**src/rtl/aob_pkg.sv**
```systemverilog
package aob_pkg;

  localparam int unsigned ChanW = 8;
  localparam int unsigned NumCh = 3;
  localparam int unsigned ProdW = 2 * ChanW;
  localparam int unsigned DenW  = 2 * ChanW;
  localparam int unsigned NumW  = 3 * ChanW;
  localparam int unsigned QuoW  = ChanW;

  localparam logic [ChanW-1:0] ChanMax = '1;

  typedef logic [ChanW-1:0] chan_t;

  typedef struct packed {
    chan_t [NumCh-1:0] fg_c;
    chan_t             fg_a;
    chan_t [NumCh-1:0] bg_c;
    chan_t             bg_a;
  } pix_pair_t;

  // fg colour times fg alpha, bg weight a2*(255-a1)
  typedef struct packed {
    logic [NumCh-1:0][ProdW-1:0] ca;
    chan_t [NumCh-1:0]           bg_c;
    chan_t                       fg_a;
    logic [ProdW-1:0]            w2;
  } mul_t;

  typedef struct packed {
    logic [NumCh-1:0][NumW-1:0] num;
    logic [DenW-1:0]            den;
  } sum_t;

  typedef struct packed {
    logic [NumCh-1:0][NumW-1:0] rem;
    logic [NumCh-1:0][QuoW-1:0] quo;
    logic [DenW-1:0]            den;
    chan_t                      alpha_est;
  } div_t;

endpackage

```
**src/rtl/aob_in_if.sv**
```systemverilog
interface aob_in_if;
  logic                 valid;
  logic                 ready;
  aob_pkg::chan_t       fg_red;
  aob_pkg::chan_t       fg_green;
  aob_pkg::chan_t       fg_blue;
  aob_pkg::chan_t       fg_alpha;
  aob_pkg::chan_t       bg_red;
  aob_pkg::chan_t       bg_green;
  aob_pkg::chan_t       bg_blue;
  aob_pkg::chan_t       bg_alpha;

  modport source (
    output valid, fg_red, fg_green, fg_blue, fg_alpha,
           bg_red, bg_green, bg_blue, bg_alpha,
    input  ready
  );

  modport sink (
    input  valid, fg_red, fg_green, fg_blue, fg_alpha,
           bg_red, bg_green, bg_blue, bg_alpha,
    output ready
  );
endinterface

```
**src/rtl/aob_out_if.sv**
```systemverilog
interface aob_out_if;
  logic           valid;
  logic           ready;
  aob_pkg::chan_t out_red;
  aob_pkg::chan_t out_green;
  aob_pkg::chan_t out_blue;
  aob_pkg::chan_t out_alpha;

  modport source (
    output valid, out_red, out_green, out_blue, out_alpha,
    input  ready
  );

  modport sink (
    input  valid, out_red, out_green, out_blue, out_alpha,
    output ready
  );
endinterface

```
**src/rtl/aob_front.sv**
```systemverilog
module aob_front (
  input  logic              clk_i,
  input  logic              rst_ni,
  input  logic              valid_i,
  output logic              ready_o,
  input  aob_pkg::pix_pair_t pix_i,
  output logic              valid_o,
  input  logic              ready_i,
  output aob_pkg::div_t     data_o
);

  logic v1_q, v2_q, v3_q;
  logic rdy1, rdy2, rdy3;

  aob_pkg::mul_t s1_d, s1_q;
  aob_pkg::sum_t s2_d, s2_q;
  aob_pkg::div_t s3_d, s3_q;

  logic [aob_pkg::NumW-1:0] den_x257;

  assign rdy3    = !v3_q || ready_i;
  assign rdy2    = !v2_q || rdy3;
  assign rdy1    = !v1_q || rdy2;
  assign ready_o = rdy1;

  // products
  always_comb begin
    for (int k = 0; k < aob_pkg::NumCh; k++) begin
      s1_d.ca[k]   = aob_pkg::ProdW'(pix_i.fg_c[k]) * aob_pkg::ProdW'(pix_i.fg_a);
      s1_d.bg_c[k] = pix_i.bg_c[k];
    end
    s1_d.fg_a = pix_i.fg_a;
    s1_d.w2   = aob_pkg::ProdW'(pix_i.bg_a) *
                aob_pkg::ProdW'(aob_pkg::ChanMax - pix_i.fg_a);
  end

  // numerators and denominator
  always_comb begin
    for (int k = 0; k < aob_pkg::NumCh; k++) begin
      s2_d.num[k] = ({s1_q.ca[k], aob_pkg::ChanW'(0)} - aob_pkg::NumW'(s1_q.ca[k]))
                  + aob_pkg::NumW'(s1_q.bg_c[k]) * aob_pkg::NumW'(s1_q.w2);
    end
    s2_d.den = ({s1_q.fg_a, aob_pkg::ChanW'(0)} - aob_pkg::DenW'(s1_q.fg_a)) + s1_q.w2;
  end

  // alpha estimate: den * 257 / 65536, at most one below den / 255
  assign den_x257 = {s2_q.den, aob_pkg::ChanW'(0)} + aob_pkg::NumW'(s2_q.den);

  always_comb begin
    s3_d.rem       = s2_q.num;
    s3_d.quo       = '0;
    s3_d.den       = s2_q.den;
    s3_d.alpha_est = den_x257[aob_pkg::NumW-1 -: aob_pkg::ChanW];
  end

  always_ff @(posedge clk_i or negedge rst_ni) begin
    if (!rst_ni) begin
      v1_q <= 1'b0;
      v2_q <= 1'b0;
      v3_q <= 1'b0;
    end else begin
      if (rdy1) v1_q <= valid_i;
      if (rdy2) v2_q <= v1_q;
      if (rdy3) v3_q <= v2_q;
    end
  end

  always_ff @(posedge clk_i) begin
    if (rdy1 && valid_i) s1_q <= s1_d;
    if (rdy2 && v1_q)    s2_q <= s2_d;
    if (rdy3 && v2_q)    s3_q <= s3_d;
  end

  assign valid_o = v3_q;
  assign data_o  = s3_q;

endmodule

```
**src/rtl/aob_div_step.sv**
```systemverilog
module aob_div_step #(
  parameter int unsigned BitIdx = 0
) (
  input  logic          clk_i,
  input  logic          rst_ni,
  input  logic          valid_i,
  output logic          ready_o,
  input  aob_pkg::div_t data_i,
  output logic          valid_o,
  input  logic          ready_i,
  output aob_pkg::div_t data_o
);

  logic          valid_q;
  aob_pkg::div_t data_d, data_q;

  assign ready_o = !valid_q || ready_i;

  // one restoring quotient bit per channel
  always_comb begin
    logic [aob_pkg::NumW-1:0] dsh;
    dsh    = aob_pkg::NumW'(data_i.den) << BitIdx;
    data_d = data_i;
    for (int k = 0; k < aob_pkg::NumCh; k++) begin
      if (data_i.rem[k] >= dsh) begin
        data_d.rem[k]         = data_i.rem[k] - dsh;
        data_d.quo[k][BitIdx] = 1'b1;
      end
    end
  end

  always_ff @(posedge clk_i or negedge rst_ni) begin
    if (!rst_ni) begin
      valid_q <= 1'b0;
    end else if (ready_o) begin
      valid_q <= valid_i;
    end
  end

  always_ff @(posedge clk_i) begin
    if (ready_o && valid_i) data_q <= data_d;
  end

  assign valid_o = valid_q;
  assign data_o  = data_q;

endmodule

```
**src/rtl/aob_out_stage.sv**
```systemverilog
module aob_out_stage (
  input  logic           clk_i,
  input  logic           rst_ni,
  input  logic           valid_i,
  output logic           ready_o,
  input  aob_pkg::div_t  data_i,
  output logic           valid_o,
  input  logic           ready_i,
  output aob_pkg::chan_t red_o,
  output aob_pkg::chan_t green_o,
  output aob_pkg::chan_t blue_o,
  output aob_pkg::chan_t alpha_o
);

  logic                         valid_q;
  logic                         den_zero;
  logic [aob_pkg::DenW-1:0]     est_x255;
  logic [aob_pkg::DenW-1:0]     alpha_rem;
  aob_pkg::chan_t [aob_pkg::NumCh-1:0] col_d, col_q;
  aob_pkg::chan_t               alpha_d, alpha_q;

  assign ready_o  = !valid_q || ready_i;
  assign den_zero = (data_i.den == '0);

  // both alphas clear gives a clear black pixel
  always_comb begin
    for (int k = 0; k < aob_pkg::NumCh; k++) begin
      col_d[k] = den_zero ? '0 : data_i.quo[k];
    end
  end

  assign est_x255  = {data_i.alpha_est, aob_pkg::ChanW'(0)}
                   - aob_pkg::DenW'(data_i.alpha_est);
  assign alpha_rem = data_i.den - est_x255;
  assign alpha_d   = (alpha_rem >= aob_pkg::DenW'(aob_pkg::ChanMax))
                   ? data_i.alpha_est + aob_pkg::ChanW'(1) : data_i.alpha_est;

  always_ff @(posedge clk_i or negedge rst_ni) begin
    if (!rst_ni) begin
      valid_q <= 1'b0;
    end else if (ready_o) begin
      valid_q <= valid_i;
    end
  end

  always_ff @(posedge clk_i) begin
    if (ready_o && valid_i) begin
      col_q   <= col_d;
      alpha_q <= alpha_d;
    end
  end

  assign valid_o = valid_q;
  assign red_o   = col_q[0];
  assign green_o = col_q[1];
  assign blue_o  = col_q[2];
  assign alpha_o = alpha_q;

endmodule

```
**src/rtl/alpha_over_blend.sv**
```systemverilog
// Alpha "over" compositing for straight (non-premultiplied) RGBA8 pixels: each request
// carries a foreground and a background pixel and yields one blended pixel. The block takes
// one request per clock when not back-pressured and is fully pipelined with no state between
// pixels. There are twelve register stages: three for products, sums and an alpha estimate,
// eight for a restoring divider that settles one quotient bit each for all three colours, and
// an output register that fixes up alpha. Back-pressure stalls only the stages that hold data,
// so bubbles are squeezed out. When both alphas are zero the result is all zero.
module alpha_over_blend (
  input  logic       clk_i,
  input  logic       rst_ni,
  aob_in_if.sink     in_i,
  aob_out_if.source  out_o
);

  localparam int unsigned NumSteps = aob_pkg::QuoW;

  aob_pkg::pix_pair_t pix;
  aob_pkg::div_t      chain_data  [NumSteps+1];
  logic               chain_valid [NumSteps+1];
  logic               chain_ready [NumSteps+1];

  assign pix.fg_c[0] = in_i.fg_red;
  assign pix.fg_c[1] = in_i.fg_green;
  assign pix.fg_c[2] = in_i.fg_blue;
  assign pix.fg_a    = in_i.fg_alpha;
  assign pix.bg_c[0] = in_i.bg_red;
  assign pix.bg_c[1] = in_i.bg_green;
  assign pix.bg_c[2] = in_i.bg_blue;
  assign pix.bg_a    = in_i.bg_alpha;

  aob_front u_front (
    .clk_i   (clk_i),
    .rst_ni  (rst_ni),
    .valid_i (in_i.valid),
    .ready_o (in_i.ready),
    .pix_i   (pix),
    .valid_o (chain_valid[0]),
    .ready_i (chain_ready[0]),
    .data_o  (chain_data[0])
  );

  for (genvar j = 0; j < NumSteps; j++) begin : g_div
    aob_div_step #(
      .BitIdx (NumSteps - 1 - j)
    ) u_step (
      .clk_i   (clk_i),
      .rst_ni  (rst_ni),
      .valid_i (chain_valid[j]),
      .ready_o (chain_ready[j]),
      .data_i  (chain_data[j]),
      .valid_o (chain_valid[j+1]),
      .ready_i (chain_ready[j+1]),
      .data_o  (chain_data[j+1])
    );
  end

  aob_out_stage u_out (
    .clk_i   (clk_i),
    .rst_ni  (rst_ni),
    .valid_i (chain_valid[NumSteps]),
    .ready_o (chain_ready[NumSteps]),
    .data_i  (chain_data[NumSteps]),
    .valid_o (out_o.valid),
    .ready_i (out_o.ready),
    .red_o   (out_o.out_red),
    .green_o (out_o.out_green),
    .blue_o  (out_o.out_blue),
    .alpha_o (out_o.out_alpha)
  );

endmodule
```
**src/flat_wrapper.sv**
```systemverilog
// flat-port wrapper written by rule: the top's interface ports become plain ports
module alpha_over_blend_flat 
  (clk_i, rst_ni, in_i_valid, in_i_fg_red, in_i_fg_green, in_i_fg_blue, in_i_fg_alpha, in_i_bg_red, in_i_bg_green, in_i_bg_blue, in_i_bg_alpha, in_i_ready, out_o_valid, out_o_out_red, out_o_out_green, out_o_out_blue, out_o_out_alpha, out_o_ready);
  aob_in_if in_i_i ();
  aob_out_if out_o_i ();
  input  logic clk_i;
  input  logic rst_ni;
  input wire logic [$bits(in_i_i.valid)-1:0] in_i_valid;
  input wire logic [$bits(in_i_i.fg_red)-1:0] in_i_fg_red;
  input wire logic [$bits(in_i_i.fg_green)-1:0] in_i_fg_green;
  input wire logic [$bits(in_i_i.fg_blue)-1:0] in_i_fg_blue;
  input wire logic [$bits(in_i_i.fg_alpha)-1:0] in_i_fg_alpha;
  input wire logic [$bits(in_i_i.bg_red)-1:0] in_i_bg_red;
  input wire logic [$bits(in_i_i.bg_green)-1:0] in_i_bg_green;
  input wire logic [$bits(in_i_i.bg_blue)-1:0] in_i_bg_blue;
  input wire logic [$bits(in_i_i.bg_alpha)-1:0] in_i_bg_alpha;
  output wire logic [$bits(in_i_i.ready)-1:0] in_i_ready;
  output wire logic [$bits(out_o_i.valid)-1:0] out_o_valid;
  output wire logic [$bits(out_o_i.out_red)-1:0] out_o_out_red;
  output wire logic [$bits(out_o_i.out_green)-1:0] out_o_out_green;
  output wire logic [$bits(out_o_i.out_blue)-1:0] out_o_out_blue;
  output wire logic [$bits(out_o_i.out_alpha)-1:0] out_o_out_alpha;
  input wire logic [$bits(out_o_i.ready)-1:0] out_o_ready;
  assign in_i_i.valid = in_i_valid;
  assign in_i_i.fg_red = in_i_fg_red;
  assign in_i_i.fg_green = in_i_fg_green;
  assign in_i_i.fg_blue = in_i_fg_blue;
  assign in_i_i.fg_alpha = in_i_fg_alpha;
  assign in_i_i.bg_red = in_i_bg_red;
  assign in_i_i.bg_green = in_i_bg_green;
  assign in_i_i.bg_blue = in_i_bg_blue;
  assign in_i_i.bg_alpha = in_i_bg_alpha;
  assign in_i_ready = in_i_i.ready;
  assign out_o_valid = out_o_i.valid;
  assign out_o_out_red = out_o_i.out_red;
  assign out_o_out_green = out_o_i.out_green;
  assign out_o_out_blue = out_o_i.out_blue;
  assign out_o_out_alpha = out_o_i.out_alpha;
  assign out_o_i.ready = out_o_ready;
  alpha_over_blend u_core (.clk_i(clk_i), .rst_ni(rst_ni), .in_i(in_i_i), .out_o(out_o_i));
endmodule
```
**config.mk**
```make
export PLATFORM = sky130hd
export DESIGN_NAME = alpha_over_blend_flat
export DESIGN_NICKNAME = d
export VERILOG_FILES = /design/src/rtl/aob_pkg.sv /design/src/rtl/aob_in_if.sv /design/src/rtl/aob_out_if.sv /design/src/rtl/aob_front.sv /design/src/rtl/aob_div_step.sv /design/src/rtl/aob_out_stage.sv /design/src/rtl/alpha_over_blend.sv /design/src/flat_wrapper.sv
export SDC_FILE = /design/constraint.sdc
export NUM_CORES = 2
export LEC_CHECK = 0
export BUFFER_PORTS_ARGS = -buffer_cell sky130_fd_sc_hd__buf_2
export CORE_UTILIZATION = 67
export CTS_BUF_LIST = sky130_fd_sc_hd__clkbuf_2 sky130_fd_sc_hd__clkbuf_4 sky130_fd_sc_hd__clkbuf_8
export DETAILED_ROUTE_END_ITERATION = 6
export MAX_ROUTING_LAYER = met4
export PLACE_DENSITY = 0.84
export RECOVER_POWER = 50
export SLEW_MARGIN = 10
export SYNTH_ARGS = -nofsm -noshare
export SYNTH_HDL_FRONTEND = slang
export SYNTH_HIERARCHICAL = 1
export SYNTH_SLANG_ARGS = --single-unit
```
**constraint.sdc**
```tcl
create_clock -name clk_i -period 6.4 [get_ports clk_i]
set_clock_uncertainty 0.1 [all_clocks]
set_input_delay 0.64 -clock clk_i [delete_from_list [all_inputs] [get_ports clk_i]]
set_output_delay 0.64 -clock clk_i [all_outputs]
set_load 0.03 [all_outputs]
```
==> flow_summary.toml <==
[outcome]
status = "finished, violations left"
violations = "design-rule violations, max-capacitance violations, max-slew violations"

[setup_path]
crit_arrival_ns = 6.52
crit_top_cell = "fa_1"
start_kind = "register"
cp_max_fo = 13
slowest_stage = "edfxtp_1"
crit_chain = "buf_4 > nand2_1 > fa_1 > inv_1 > fa_1 > fa_1 > fa_1 > fa_1 > ha_1 > a21oi_1 > a21oi_1 > a211oi_2 > o31ai_1 > o31ai_1 > o211ai_1"
crit_type = "register to register"
crit_required_ns = 6.94
max_stage_delay_ns = 0.90
end_kind = "register"

[clocking]
cts_sinks = 1212
cts_buffer_depth = 3
root_buffer = "clkbuf_8"
numCtsBuffers = 196
cts_tree = "built"
cts_setup_buffers = 0
htreeDepth = 4
insertion_delay_ns = 0.94
clkTransAtPathRegs_ns = 0.06
cts_resized = 0

[worst_hold_path]
hp-class = "input pin to register"

[floorplanning]
start_util_pct = 67.7
core.rowCount = 132
io-pin-count = 102
fp.coreArea_um2 = 130000
die_w_um = 364
die-area_um2 = 132000
die_h_um = 364

[sta]
tns_ns = 0
max_freq_mhz = 167
min_period_over_period_pct = 93.4
setup_violations = 0
period_minus_slack_ns = 5.98
hold_viol = 0
rsz0062_at_grt = "no"
relSlewSlack_pct = -128
max_slew.worst_pin.slew_ns = 3.42
finalMaxSlewViolations = 804

[placement]
port_buffers = 101
place.gp.congestion = 0.967
dpl.hpwl_mm = 171
dp.cells = 9758
placedInstanceArea_um2 = 89900

[synth]
yosys_warnings = 6
syn_area_per_cell_um2 = 10.9
netlist_instances = 8081
synth_area_um2 = 87700

[final_layout]
layout.nets = 9588
instances_no_fill = 10200
syn_to_final_growth_pct = 7.37
fin_area_um2 = 94200
drive_gt1_share_pct = 7.72

[job]
drv_cap = 13

[drt]
route.antenna.remaining_nets = 0
remaining_drc_errors = 3
first_pass_iters = 7
wl_per_cell_um = 21.5
num_vias = 61300
viasPerCell = 6.04
wirelength_mm = 218
drtIter0Drc = 4561

[global_routing]
grt_antenna_before_repair = 4
grt_pass1_vias = 62700
grt_max_degree = 121
grt_overflow = 0
grt_use_total_pct = 34.3
grt_pass1_wl_mm = 339
-- layout by cell type, fill, tap and decap left out, drive strengths merged, types with 117 or more instances in the layout --
master / n
and2: 364
fa: 509
edfxtp: 1200
a21o: 132
nand2b: 117
ha: 767
inv: 954
xnor2: 294
xor2: 163
clkbuf: 299
nor2: 431
a21oi: 595
o21ai: 326
nand2: 663
-- worst max-delay path, delay by kind of cell (launching register included) --
family / cells / cell delay, ns
AOI/OAI and AO/OA: 6 / 1.50
and+or+nand+nor: 1 / 0.07
DFF: 1 / 0.90
buffers and inverters: 2 / 0.32
adders and majority gates: 6 / 2.79
-- cell type report --
class	count	area [um2]
Antenna cell	4	10.0
Clock buffer	244	3060
Clock inverter	115	1090
Fill cell	8928	35400
Inverter	946	3550
Multi-Input combinational cell	5693	46700
Sequential cell	1212	36300
Tap cell	1742	2180
Timing Repair Buffer	195	1250
-- what timing repair did --
| action | 4_1_cts | 5_1_grt |
|---|---|---|
| setup endpoints to repair | 0 | 0 |
| hold buffers | 30 | 0 |
| hold endpoints to repair | 41 | 0 |
-- per-stage QoR --
stage | util, % | hold WS, ns | setup WS [ns]
global placement | 69.4 | 0.300 | 0.621
floorplan | - | 0.244 | 1.10
CTS | 72.8 | 0.0273 | 0.456
global route | 72.7 | 0.0971 | 0.0926
detailed placement | 69.4 | 0.305 | 0.501
finish | 72.7 | 0.138 | 0.421
-- path summary, 6_finish.rpt --
path / depth (start not counted) / to / slack (ns) / startpoint
worst max-delay path: 15 / u_core/u_front/s2_q[36]$_DFFE_PP_ / 0.42 / u_core/u_front/s1_q[6]$_DFFE_PP_
max in group asynchronous: 3 / u_core/u_front/valid_o$_DFFE_PN0P_ / 5.15 / rst_ni
worst min register to register: 0 / u_core/g_div[2].u_step/data_o[39]$_DFFE_PP_ / 0.29 / u_core/g_div[1].u_step/data_o[39]$_DFFE_PP_
worst min-delay path: 2 / u_core/u_front/s1_q[80]$_DFFE_PP_ / 0.14 / in_i_fg_blue[0]
min in group asynchronous: 3 / u_core/g_div[2].u_step/valid_o$_DFFE_PN0N_ / 0.65 / rst_ni
worst max register to register: 15 / u_core/u_front/s2_q[36]$_DFFE_PP_ / 0.42 / u_core/u_front/s1_q[6]$_DFFE_PP_
-- sequential cells by signal, indices dropped and copies added (netlist names) --
name	count
u_core/g_div.u_step/data_o	888
u_core/u_front/data_o	96
u_core/u_front/s1_q	96
u_core/u_front/s2_q	88
u_core/g_div.u_step/valid_o	8
u_core/u_out/alpha_o	8
u_core/u_out/blue_o	8
u_core/u_out/green_o	8
u_core/u_out/red_o	8
u_core/u_front/v1_q	1
u_core/u_front/v2_q	1
u_core/u_front/valid_o	1
u_core/u_out/valid_o	1
-- per-layer routing --
metal / vias to the layer above / global-route usage (%) / wire [um]
li1: 28700 / - / -
met4: 0 / 25.1 / 18000
met5: - / - / 0
met1: 29700 / 36.7 / 80000
met3: 725 / 4.48 / 10700
met2: 2137 / 58.4 / 109000
Power is not shown: default switching activity piles up to over one toggle a cycle in this logic, so the estimate is an artifact.
